## config.mk

```make
export PLATFORM = sky130hd
export DESIGN_NAME = number_to_word_tokens_flat
export DESIGN_NICKNAME = d
export VERILOG_FILES = /design/src/hdl/ntw_pkg.sv /design/src/hdl/ntw_req_if.sv /design/src/hdl/ntw_rsp_if.sv /design/src/hdl/number_to_word_tokens.sv /design/src/flat_wrapper.sv
export SDC_FILE = /design/constraint.sdc
export NUM_CORES = 1
export LEC_CHECK = 0
export ABC_AREA = 1
export ABC_CLOCK_PERIOD_IN_PS = 9100
export BUFFER_PORTS_ARGS = -buffer_cell sky130_fd_sc_hd__buf_2
export CORE_MARGIN = 4
export CORE_UTILIZATION = 60
export DETAILED_ROUTE_END_ITERATION = 12
export MAX_ROUTING_LAYER = met4
export PLACE_DENSITY_LB_ADDON = 0.08
export SYNTH_ARGS = -nofsm -noshare
export SYNTH_HDL_FRONTEND = slang
export SYNTH_SLANG_ARGS = --single-unit
```

## constraint.sdc

```tcl
create_clock -name clock -period 9.1 [get_ports clock]
set_input_delay 2.275 -clock clock [delete_from_list [all_inputs] [get_ports clock]]
set_output_delay 2.275 -clock clock [all_outputs]
set_load 0.01 [all_outputs]
```

## src/hdl/ntw_pkg.sv

```systemverilog
// ----------------------------------------------------------------------------
// Number-to-word-tokens package
// Widths, token codes and decimal place values shared by the channel
// interfaces and the conversion pipeline.
// ----------------------------------------------------------------------------
package ntw_pkg;

   // Payload widths.
   localparam int VALUE_W = 31;
   localparam int WORD_W  = 5;

   // Decimal digits of a 31-bit value, and the fixed word slots of a spelling.
   localparam int NUM_DIGITS = 10;
   localparam int DIGIT_W    = 4;
   localparam int NUM_SLOTS  = 16;

   // Width that holds nine times the largest place value.
   localparam int CMP_W = 34;

   typedef logic [VALUE_W-1:0] value_type;
   typedef logic [WORD_W-1:0]  token_type;
   typedef logic [DIGIT_W-1:0] digit_type;

   // Word tokens with a name of their own.
   localparam token_type TOK_ZERO     = 5'd0;
   localparam token_type TOK_TEN      = 5'd10;
   localparam token_type TOK_TENS_OFS = 5'd18;
   localparam token_type TOK_HUNDRED  = 5'd28;
   localparam token_type TOK_THOUSAND = 5'd29;
   localparam token_type TOK_MILLION  = 5'd30;
   localparam token_type TOK_BILLION  = 5'd31;

   // Place value of each digit, most significant first.
   localparam logic [CMP_W-1:0] POW10 [NUM_DIGITS] = '{
      34'd1000000000, 34'd100000000, 34'd10000000, 34'd1000000, 34'd100000,
      34'd10000,      34'd1000,      34'd100,      34'd10,       34'd1
   };

endpackage

```

## src/hdl/ntw_req_if.sv

```systemverilog
// ----------------------------------------------------------------------------
// Request channel
// Valid/ready channel that carries one value to be spelled out.
// ----------------------------------------------------------------------------
interface ntw_req_if;

   logic                valid;
   logic                ready;
   ntw_pkg::value_type  value;

   modport source (output valid, output value, input ready);
   modport sink   (input valid, input value, output ready);

endinterface

```

## src/hdl/ntw_rsp_if.sv

```systemverilog
// ----------------------------------------------------------------------------
// Response channel
// Valid/ready channel that carries one word token and its last-word marker.
// ----------------------------------------------------------------------------
interface ntw_rsp_if;

   logic                valid;
   logic                ready;
   ntw_pkg::token_type  word;
   logic                last_word;

   modport source (output valid, output word, output last_word, input ready);
   modport sink   (input valid, input word, input last_word, output ready);

endinterface

```

## src/hdl/number_to_word_tokens.sv

```systemverilog
// ----------------------------------------------------------------------------
// Number to word tokens
// Spells a 31-bit unsigned value as a run of English word tokens.
// ----------------------------------------------------------------------------
// Each request carries one value; the block answers with one to sixteen word
// tokens on the response channel, one per cycle while the receiver is ready,
// the final one marked with last_word. A request passes an input register
// and ten digit stages (one decimal digit per stage, most significant first)
// before its words reach the output register. The pipeline takes a new
// request every cycle while the output register keeps up; a request occupies
// the output register until its last word is taken, so a long spelling holds
// back the requests behind it.
// ----------------------------------------------------------------------------
module number_to_word_tokens (
   input  logic         clock,
   input  logic         reset,
   ntw_req_if.sink      req_ch,
   ntw_rsp_if.source    rsp_ch
);

   localparam int LAST_STG = ntw_pkg::NUM_DIGITS;

   // Stage 0 is the input register; stage s (1..10) has resolved s digits.
   logic [LAST_STG:0]   vld_ff;
   logic [LAST_STG:0]   adv;
   ntw_pkg::value_type  rem_ff [LAST_STG];
   ntw_pkg::digit_type  dig_ff [1:LAST_STG][ntw_pkg::NUM_DIGITS];

   // Output register: one token per word slot and a mask of pending slots.
   logic [ntw_pkg::NUM_SLOTS-1:0] mask_ff;
   logic [ntw_pkg::NUM_SLOTS-1:0] mask_in;
   ntw_pkg::token_type            tok_ff [ntw_pkg::NUM_SLOTS];
   ntw_pkg::token_type            tok_in [ntw_pkg::NUM_SLOTS];

   logic [ntw_pkg::NUM_SLOTS-1:0] slot_vld;
   ntw_pkg::token_type            slot_tok [ntw_pkg::NUM_SLOTS];
   logic [ntw_pkg::NUM_SLOTS-1:0] low_bit;
   logic                          rsp_fire;
   logic                          ser_free;

   // A stage moves forward when it is empty or the next stage moves too.
   always_comb begin
      adv[LAST_STG] = !vld_ff[LAST_STG] || ser_free;
      for (int s = LAST_STG - 1; s >= 0; s--) begin
         adv[s] = !vld_ff[s] || adv[s+1];
      end
   end

   assign req_ch.ready = adv[0];

   // Input register.
   always_ff @(posedge clock) begin
      if (reset) begin
         vld_ff[0] <= 1'b0;
      end else if (adv[0]) begin
         vld_ff[0] <= req_ch.valid;
      end
   end

   always_ff @(posedge clock) begin
      if (adv[0]) begin
         rem_ff[0] <= req_ch.value;
      end
   end

   // Digit stages: each finds one decimal digit by comparing the remainder
   // against the nine multiples of its place value, then subtracts.
   for (genvar s = 1; s <= LAST_STG; s++) begin : g_digit
      ntw_pkg::digit_type           dig_in [ntw_pkg::NUM_DIGITS];
      ntw_pkg::digit_type           digit;
      logic [ntw_pkg::CMP_W-1:0]    sub;

      always_comb begin
         digit = '0;
         sub   = '0;
         for (int d = 1; d <= 9; d++) begin
            if ({{(ntw_pkg::CMP_W - ntw_pkg::VALUE_W){1'b0}}, rem_ff[s-1]} >=
                ntw_pkg::CMP_W'(d) * ntw_pkg::POW10[s-1]) begin
               digit = ntw_pkg::DIGIT_W'(d);
               sub   = ntw_pkg::CMP_W'(d) * ntw_pkg::POW10[s-1];
            end
         end
      end

      // Earlier digits ride along with the remainder.
      if (s == 1) begin : g_first
         always_comb begin
            for (int k = 0; k < ntw_pkg::NUM_DIGITS; k++) begin
               dig_in[k] = '0;
            end
            dig_in[0] = digit;
         end
      end else begin : g_rest
         always_comb begin
            for (int k = 0; k < ntw_pkg::NUM_DIGITS; k++) begin
               dig_in[k] = dig_ff[s-1][k];
            end
            dig_in[s-1] = digit;
         end
      end

      always_ff @(posedge clock) begin
         if (reset) begin
            vld_ff[s] <= 1'b0;
         end else if (adv[s]) begin
            vld_ff[s] <= vld_ff[s-1];
         end
      end

      always_ff @(posedge clock) begin
         if (adv[s]) begin
            dig_ff[s] <= dig_in;
         end
      end

      // The last stage leaves no remainder behind.
      if (s < LAST_STG) begin : g_rem
         always_ff @(posedge clock) begin
            if (adv[s]) begin
               rem_ff[s] <= rem_ff[s-1] - ntw_pkg::VALUE_W'(sub);
            end
         end
      end
   end

   // Word slots from the ten digits: billions digit and scale, then for the
   // millions, thousands and units groups the hundreds digit, Hundred, teen or
   // tens word, unit word after a tens word, and scale word (none for units).
   always_comb begin
      ntw_pkg::digit_type h;
      ntw_pkg::digit_type t;
      ntw_pkg::digit_type u;
      logic               all_zero;
      int                 b;

      slot_vld = '0;
      for (int i = 0; i < ntw_pkg::NUM_SLOTS; i++) begin
         slot_tok[i] = ntw_pkg::TOK_ZERO;
      end

      all_zero = 1'b1;
      for (int k = 0; k < ntw_pkg::NUM_DIGITS; k++) begin
         if (dig_ff[LAST_STG][k] != '0) begin
            all_zero = 1'b0;
         end
      end

      // A value of zero spells as the single word Zero.
      slot_vld[0] = all_zero || (dig_ff[LAST_STG][0] != '0);
      slot_tok[0] = {1'b0, dig_ff[LAST_STG][0]};
      slot_vld[1] = dig_ff[LAST_STG][0] != '0;
      slot_tok[1] = ntw_pkg::TOK_BILLION;

      for (int g = 0; g < 3; g++) begin
         b = 2 + 5 * g;
         h = dig_ff[LAST_STG][1 + 3 * g];
         t = dig_ff[LAST_STG][2 + 3 * g];
         u = dig_ff[LAST_STG][3 + 3 * g];

         slot_vld[b]   = h != '0;
         slot_tok[b]   = {1'b0, h};
         slot_vld[b+1] = h != '0;
         slot_tok[b+1] = ntw_pkg::TOK_HUNDRED;

         // Teens and single units take one word; twenty and up take a tens
         // word and, unless round, a unit word.
         slot_vld[b+2] = (t != '0) || (u != '0);
         if (t >= 4'd2) begin
            slot_tok[b+2] = ntw_pkg::TOK_TENS_OFS + {1'b0, t};
         end else if (t == 4'd1) begin
            slot_tok[b+2] = ntw_pkg::TOK_TEN + {1'b0, u};
         end else begin
            slot_tok[b+2] = {1'b0, u};
         end
         slot_vld[b+3] = (t >= 4'd2) && (u != '0);
         slot_tok[b+3] = {1'b0, u};

         if (g < 2) begin
            slot_vld[b+4] = (h != '0) || (t != '0) || (u != '0);
            slot_tok[b+4] = (g == 0) ? ntw_pkg::TOK_MILLION : ntw_pkg::TOK_THOUSAND;
         end
      end
   end

   // Output register: the lowest pending slot is the word on offer.
   always_comb begin
      low_bit          = mask_ff & (~mask_ff + 1'b1);
      rsp_ch.valid     = |mask_ff;
      rsp_ch.last_word = (mask_ff & ~low_bit) == '0;
      rsp_ch.word      = '0;
      for (int i = 0; i < ntw_pkg::NUM_SLOTS; i++) begin
         if (low_bit[i]) begin
            rsp_ch.word = rsp_ch.word | tok_ff[i];
         end
      end
      rsp_fire = rsp_ch.valid && rsp_ch.ready;
      ser_free = (mask_ff == '0) || (rsp_fire && rsp_ch.last_word);
   end

   // Load a new spelling when the previous one is done, else retire words.
   always_comb begin
      mask_in = mask_ff;
      tok_in  = tok_ff;
      if (vld_ff[LAST_STG] && ser_free) begin
         mask_in = slot_vld;
         tok_in  = slot_tok;
      end else if (rsp_fire) begin
         mask_in = mask_ff & ~low_bit;
      end
   end

   always_ff @(posedge clock) begin
      if (reset) begin
         mask_ff <= '0;
      end else begin
         mask_ff <= mask_in;
      end
   end

   always_ff @(posedge clock) begin
      tok_ff <= tok_in;
   end

endmodule
```

## src/flat_wrapper.sv

```systemverilog
// flat-port wrapper written by rule: the top's interface ports become plain ports
module number_to_word_tokens_flat 
  (clock, reset, req_ch_valid, req_ch_value, req_ch_ready, rsp_ch_valid, rsp_ch_word, rsp_ch_last_word, rsp_ch_ready);
  ntw_req_if req_ch_i ();
  ntw_rsp_if rsp_ch_i ();
  input  logic clock;
  input  logic reset;
  input wire logic [$bits(req_ch_i.valid)-1:0] req_ch_valid;
  input wire logic [$bits(req_ch_i.value)-1:0] req_ch_value;
  output wire logic [$bits(req_ch_i.ready)-1:0] req_ch_ready;
  output wire logic [$bits(rsp_ch_i.valid)-1:0] rsp_ch_valid;
  output wire logic [$bits(rsp_ch_i.word)-1:0] rsp_ch_word;
  output wire logic [$bits(rsp_ch_i.last_word)-1:0] rsp_ch_last_word;
  input wire logic [$bits(rsp_ch_i.ready)-1:0] rsp_ch_ready;
  assign req_ch_i.valid = req_ch_valid;
  assign req_ch_i.value = req_ch_value;
  assign req_ch_ready = req_ch_i.ready;
  assign rsp_ch_valid = rsp_ch_i.valid;
  assign rsp_ch_word = rsp_ch_i.word;
  assign rsp_ch_last_word = rsp_ch_i.last_word;
  assign rsp_ch_i.ready = rsp_ch_ready;
  number_to_word_tokens u_core (.clock(clock), .reset(reset), .req_ch(req_ch_i), .rsp_ch(rsp_ch_i));
endmodule
```

### Word-level counts from Yosys, hierarchy flattened

Memory sizes are Yosys's and may differ from the RTL's.
Index checks and enable logic that the tools add are counted.

| storage, ports and cells | value |
|---|---|
| bits in registers | 70 |
| bits in latches | 0 |
| memory bits (writable) | 710 |
| bits in read-only memories | 0 |
| input port bits | 35 |
| output and inout bits | 8 |
| logic and storage cells | 409 |
| memories | 2 |

Memory list:

| name | words | bits a word | read ports | clocked after memory_dff | write ports | line | source |
|---|---|---|---|---|---|---|---|
| u_core.dig_ff | 10 | 40 | 10 | 0 | 10 | number_to_word_tokens.sv:27 | `ntw_pkg::digit_type dig_ff [1:LAST_STG][ntw_pkg::NUM_DIGITS];` |
| u_core.rem_ff | 10 | 31 | 10 | 0 | 10 | number_to_word_tokens.sv:26 | `ntw_pkg::value_type rem_ff [LAST_STG];` |

| operators by class | value |
|---|---|
| add/subtract/negate cells | 16 |
| multipliers | 0 |
| divide/modulo/power cells | 0 |
| magnitude comparators | 87 |
| equal/unequal tests | 3 |
| shift operators | 0 |
| muxes and demuxes | 215 |
| bitwise operators | 13 |
| reductions and logical operators | 51 |

Operator list:

| kind | count |
|---|---|
| $ge A31 B10 Y1 const B | 5 |
| $ge A31 B20 Y1 const B | 5 |
| $ge A31 B30 Y1 const B | 5 |
| $mux W30 | 5 |
| $ge A31 B13 Y1 const B | 4 |
| $ge A31 B17 Y1 const B | 4 |
| $ge A31 B23 Y1 const B | 4 |
| $ge A31 B27 Y1 const B | 4 |
| $ge A31 B3 Y1 const B | 4 |
| $ge A31 B7 Y1 const B | 4 |
| $mux W5 | 23 |
| $mux W27 | 4 |
| $mux W3 | 36 |
| $mux W20 | 5 |
| $ge A31 B16 Y1 const B | 3 |
| $ge A31 B19 Y1 const B | 3 |
| $ge A31 B26 Y1 const B | 3 |
| $ge A31 B29 Y1 const B | 3 |
| $ge A31 B4 Y1 const B | 3 |
| $ge A31 B6 Y1 const B | 3 |
| $ge A31 B9 Y1 const B | 3 |
| $mux W23 | 4 |
| $mux W29 | 3 |
| $mux W4 | 21 |
| 64 further kinds | 224 |

### Depth between registers and ports, before layout

| logic depth | value |
|---|---|
| depth after elaboration | 28 |
| mapped depth | 34 |
| depth with buffers taken out | 34 |

### Worst setup path after synthesis

Ideal clock, no wire load.

| timing | value |
|---|---|
| path type | input to output |
| start point | input rsp_ch_ready |
| end point | output req_ch_ready |
| data arrival time | 4888 ps |
| data required time | 6825 ps |
| setup slack | 1937 ps |
| stages | 6 |
| buffers on the path | 0 |
| path through | nand4_4 > nand4_4 > nor3_4 > nand4_4 > nor2_8 > nand4_4 |

| between the ends | value |
|---|---|
| longest elaborated chain between the ends | 14 |

RTL lines:

| what | line | source |
|---|---|---|
| start, declared | flat_wrapper.sv:14 | `input wire logic [$bits(rsp_ch_i.ready)-1:0] rsp_ch_ready;` |
| $logic_and A1 B1 Y1 | number_to_word_tokens.sv:196 | `rsp_fire = rsp_ch.valid && rsp_ch.ready;` |
| $logic_and A1 B1 Y1 | number_to_word_tokens.sv:197 | `ser_free = (mask_ff == '0) \|\| (rsp_fire && rsp_ch.last_word);` |
| $logic_or A1 B1 Y1 | number_to_word_tokens.sv:197 |  |
| $logic_or A1 B1 Y1 | number_to_word_tokens.sv:43 | `adv[LAST_STG] = !vld_ff[LAST_STG] \|\| ser_free;` |
| $logic_or A1 B1 Y1 | number_to_word_tokens.sv:45 | `adv[s] = !vld_ff[s] \|\| adv[s+1];` |
| via u_core.adv[9] | number_to_word_tokens.sv:25 | `logic [LAST_STG:0] adv;` |
| $logic_or A1 B1 Y1 (5 in a row) | number_to_word_tokens.sv:45 |  |
| via u_core.adv[4] | number_to_word_tokens.sv:25 |  |
| $logic_or A1 B1 Y1 (4 in a row) | number_to_word_tokens.sv:45 |  |
| end, declared | flat_wrapper.sv:10 | `output wire logic [$bits(req_ch_i.ready)-1:0] req_ch_ready;` |

The timed path passes the listed nets, and every way through them passes these cells.

### Worst setup path after layout

Ends and elaborated chain as after synthesis.

==> flow_metrics.env <==
export IMPL_status="finished clean"
export IMPL_power_total_mw=10.5
export IMPL_layout_common_cells="edfxtp_1, nand2_1, inv_1, nor2_1, a21oi_1"
export IMPL_synth_seq_cells=578
export IMPL_vias=22900
export IMPL_path_cells="buf_2 > nand4_4 > nand4_4 > nor3_4 > nand4_4 > nor2_8 > nand4_4 > buf_2"
export IMPL_vdd_drop_max_v=0.000228
export IMPL_syn_inst=3187
export IMPL_grt_pass1_vias=22300
export IMPL_yosysTopAreaCellShare=0.526
export IMPL_die_h_um=237
export IMPL_insertion_delay_ns=0.64
export IMPL_grt_ovfl_total=0
export IMPL_syn2layout_area_growth_pct=10.4
export IMPL_syn_area_mm2=0.0315
export IMPL_grt_pass1_wl_um=111000
export IMPL_cts_tree="built"
export IMPL_ys_seq_area_frac=0.543
export IMPL_grt_start_max_net_pins=68
export IMPL_yosys_area_share_xor_xnor=0.0607
export IMPL_cts_num_sinks=578
export IMPL_path_clk_slew_ns=0.06
export IMPL_antenna_found_initial=0
export IMPL_wl_per_cell_um=16.8
export IMPL_port_buffers=42
export IMPL_routed_wl_um=67500
export IMPL_final_hold_violation_count=0
export IMPL_nFillCells=3943
export IMPL_yosys_area_top_type="edfxtp_1"
export IMPL_clock_skew_ns=0.0384
export IMPL_maxCapViolCount=0
export IMPL_core_mm2=0.0516
export IMPL_synth_adder_area_share=0.0586
export IMPL_rsz0062_at_grt="false"
export IMPL_worst_slew_pin_slew_ns=1.14
export IMPL_slew_violations=0
export IMPL_drive_above_1_share=0.0693
export IMPL_syn_nets=3364
export IMPL_cellLeakagePower_nw=14.2
export IMPL_synth_warnings=0
export IMPL_synth_top_family_by_area="simple AND/OR/NAND/NOR gates"
export IMPL_finalNonFillerCells=4011
export IMPL_grt_total_usage=0.246
export IMPL_synth_mux_area_frac=0
export IMPL_hold_buffers=0
export IMPL_max_clock_freq_ghz=0.155
export IMPL_yosys_area_share_simple=0.171
export IMPL_cts_setup_buffers=0
export IMPL_cts_resized=0
export IMPL_start_util=0.610
export IMPL_io_pins=43
export IMPL_clockBufferDepth=3
export IMPL_fin_nets=3457
export IMPL_die_area_mm2=0.0562
export IMPL_cts_made_buffers=59
export IMPL_syn_area_per_cell_um2=9.88
export IMPL_yosys_top_cells_area="edfxtp_1, nand2_1, inv_1, ha_1, nor2_1"
export IMPL_cts_root_buf="clkbuf_16"
export IMPL_first_iter_violations=1697
export IMPL_relSlewSlack=0.242
export IMPL_ant_nets=0
export IMPL_hp_class="register to register"
export IMPL_rows=83
export IMPL_regArea_mm2=0.0171
export IMPL_layout_commonest_cell="edfxtp_1"
export IMPL_path_max_fanout=33
export IMPL_path_class="input port to output port"
export IMPL_synth_edf_count=551
export IMPL_place_hpwl_um=50800
export IMPL_viasPerCell=5.71
export IMPL_die_width_um=237
export IMPL_cp_required_ns=6.83
export IMPL_worstPathArrival_ns=4.19
export IMPL_gp_congestion=0.916
export IMPL_cp_start_kind="input port"
export IMPL_synth_compound_area_share=0.108
export IMPL_min_period_ns=6.46
export IMPL_first_pass_iters=8
export IMPL_power_density_mw_per_mm2=303
export IMPL_cp_slowest_cell="nand4_4"
export IMPL_design_area_mm2=0.0347
export IMPL_route_detailed_drc=0
export IMPL_cpPeakStageDelay_ns=0.47
export IMPL_finalCritPeriodShare=0.710
export IMPL_ys_flop_type="edfxtp_1"
export IMPL_final_util=0.673
export IMPL_place_area_mm2=0.0325
export IMPL_antenna_cells=0
export IMPL_endpoint_kind="output port"
export IMPL_async_flop_share=0
export IMPL_dp_cells=3899
export IMPL_yosysUniqueCellTypes=69
export IMPL_h_tree_depth=2
export IMPL_setup_tns_ns=0
export IMPL_crit_top_cell="nand4_4"
export IMPL_multi_input_area_mm2=0.0126
export IMPL_setup_viol=0
==> registers in the layout, summed over array words and instances, names as in the netlist <==
| signal | flops |
|---|---|
| u_core.tok_ff | 41 |
| u_core.dig_ff | 200 |
| u_core.rem_ff | 310 |
| u_core.vld_ff | 11 |
| u_core.mask_ff | 16 |
==> through the flow <==
step           setup WS [ns]  hold slack (ns)
2_1_floorplan           1.94            0.400
3_3_place_gp            2.67            0.401
3_5_place_dp            2.61            0.405
4_1_cts                 2.61            0.383
5_1_grt                 2.45            0.401
6_report                2.64            0.391
==> cell type report <==
| type | instances | area share |
|---|---|---|
| clock buffer | 63 | 0.0429 |
| clock inverter | 49 | 0.0207 |
| inverter | 473 | 0.0511 |
| multi-input combinational | 2120 | 0.362 |
| sequential | 578 | 0.492 |
| tap | 680 | 0.0245 |
| timing repair buffer | 48 | 0.00735 |
==> worst max-delay path, delay by kind of cell <==
family / cells / cell delay, ns
buffers and inverters: 2 / 0.47
AND/OR/NAND/NOR: 6 / 1.40
==> cells in the mapped netlist (12+ instances only) <==
cell	instances
edfxtp_1	551
nand2_1	478
o211ai_1	40
nor2_1	357
a31oi_1	42
inv_1	463
o21ai_0	131
ha_1	133
nand3_1	146
nand4_1	47
xnor2_1	92
nor2_2	12
o31ai_1	13
nor4_1	38
a21oi_1	208
a211oi_1	12
xor2_1	126
o21ai_1	12
clkbuf_1	14
dfxtp_1	27
nor3_1	56
==> kinds of logic (layout without fill, tap and decap cells) <==
group / count (synthesis) / count (layout)
fa+ha+maj: 142 / 142
flops: 578 / 578
simple gates: 1198 / 1198
buf+inv: 489 / 633
compound gates: 562 / 562
xor+xnor: 218 / 218
==> power by group <==
group	internal, mW	leakage, nW	total, mW	switching [mW]
sequential	3.84	5.94	4.57	0.735
combinational	1.25	7.24	3.27	2.03
clock	1.61	1.06	2.68	1.07
total	6.70	14.2	10.5	3.83
==> path summary, 6_finish.rpt <==
| kind | end | slack [ns] | startpoint | cells past startpoint |
|---|---|---|---|---|
| hold reg to reg | u_core.rem_ff[3][2] | 0.39 | u_core.rem_ff[2][2] | 0 |
| hold / removal | u_core.rem_ff[3][2] | 0.39 | u_core.rem_ff[2][2] | 0 |
| setup / recovery | req_ch_ready | 2.64 | rsp_ch_ready | 8 |
| setup reg to reg | u_core.rem_ff[4][24] | 3.94 | u_core.rem_ff[3][25] | 32 |
==> layer usage <==
layer,part of all wire,track usage,vias to the layer above
li1,-,-,11300
met1,0.43,0.316,10800
met2,0.49,0.415,693
met3,0.052,0.0360,137
met4,0.023,0.0633,0
met5,0,-,-
Power figures use the tool's default switching activity.
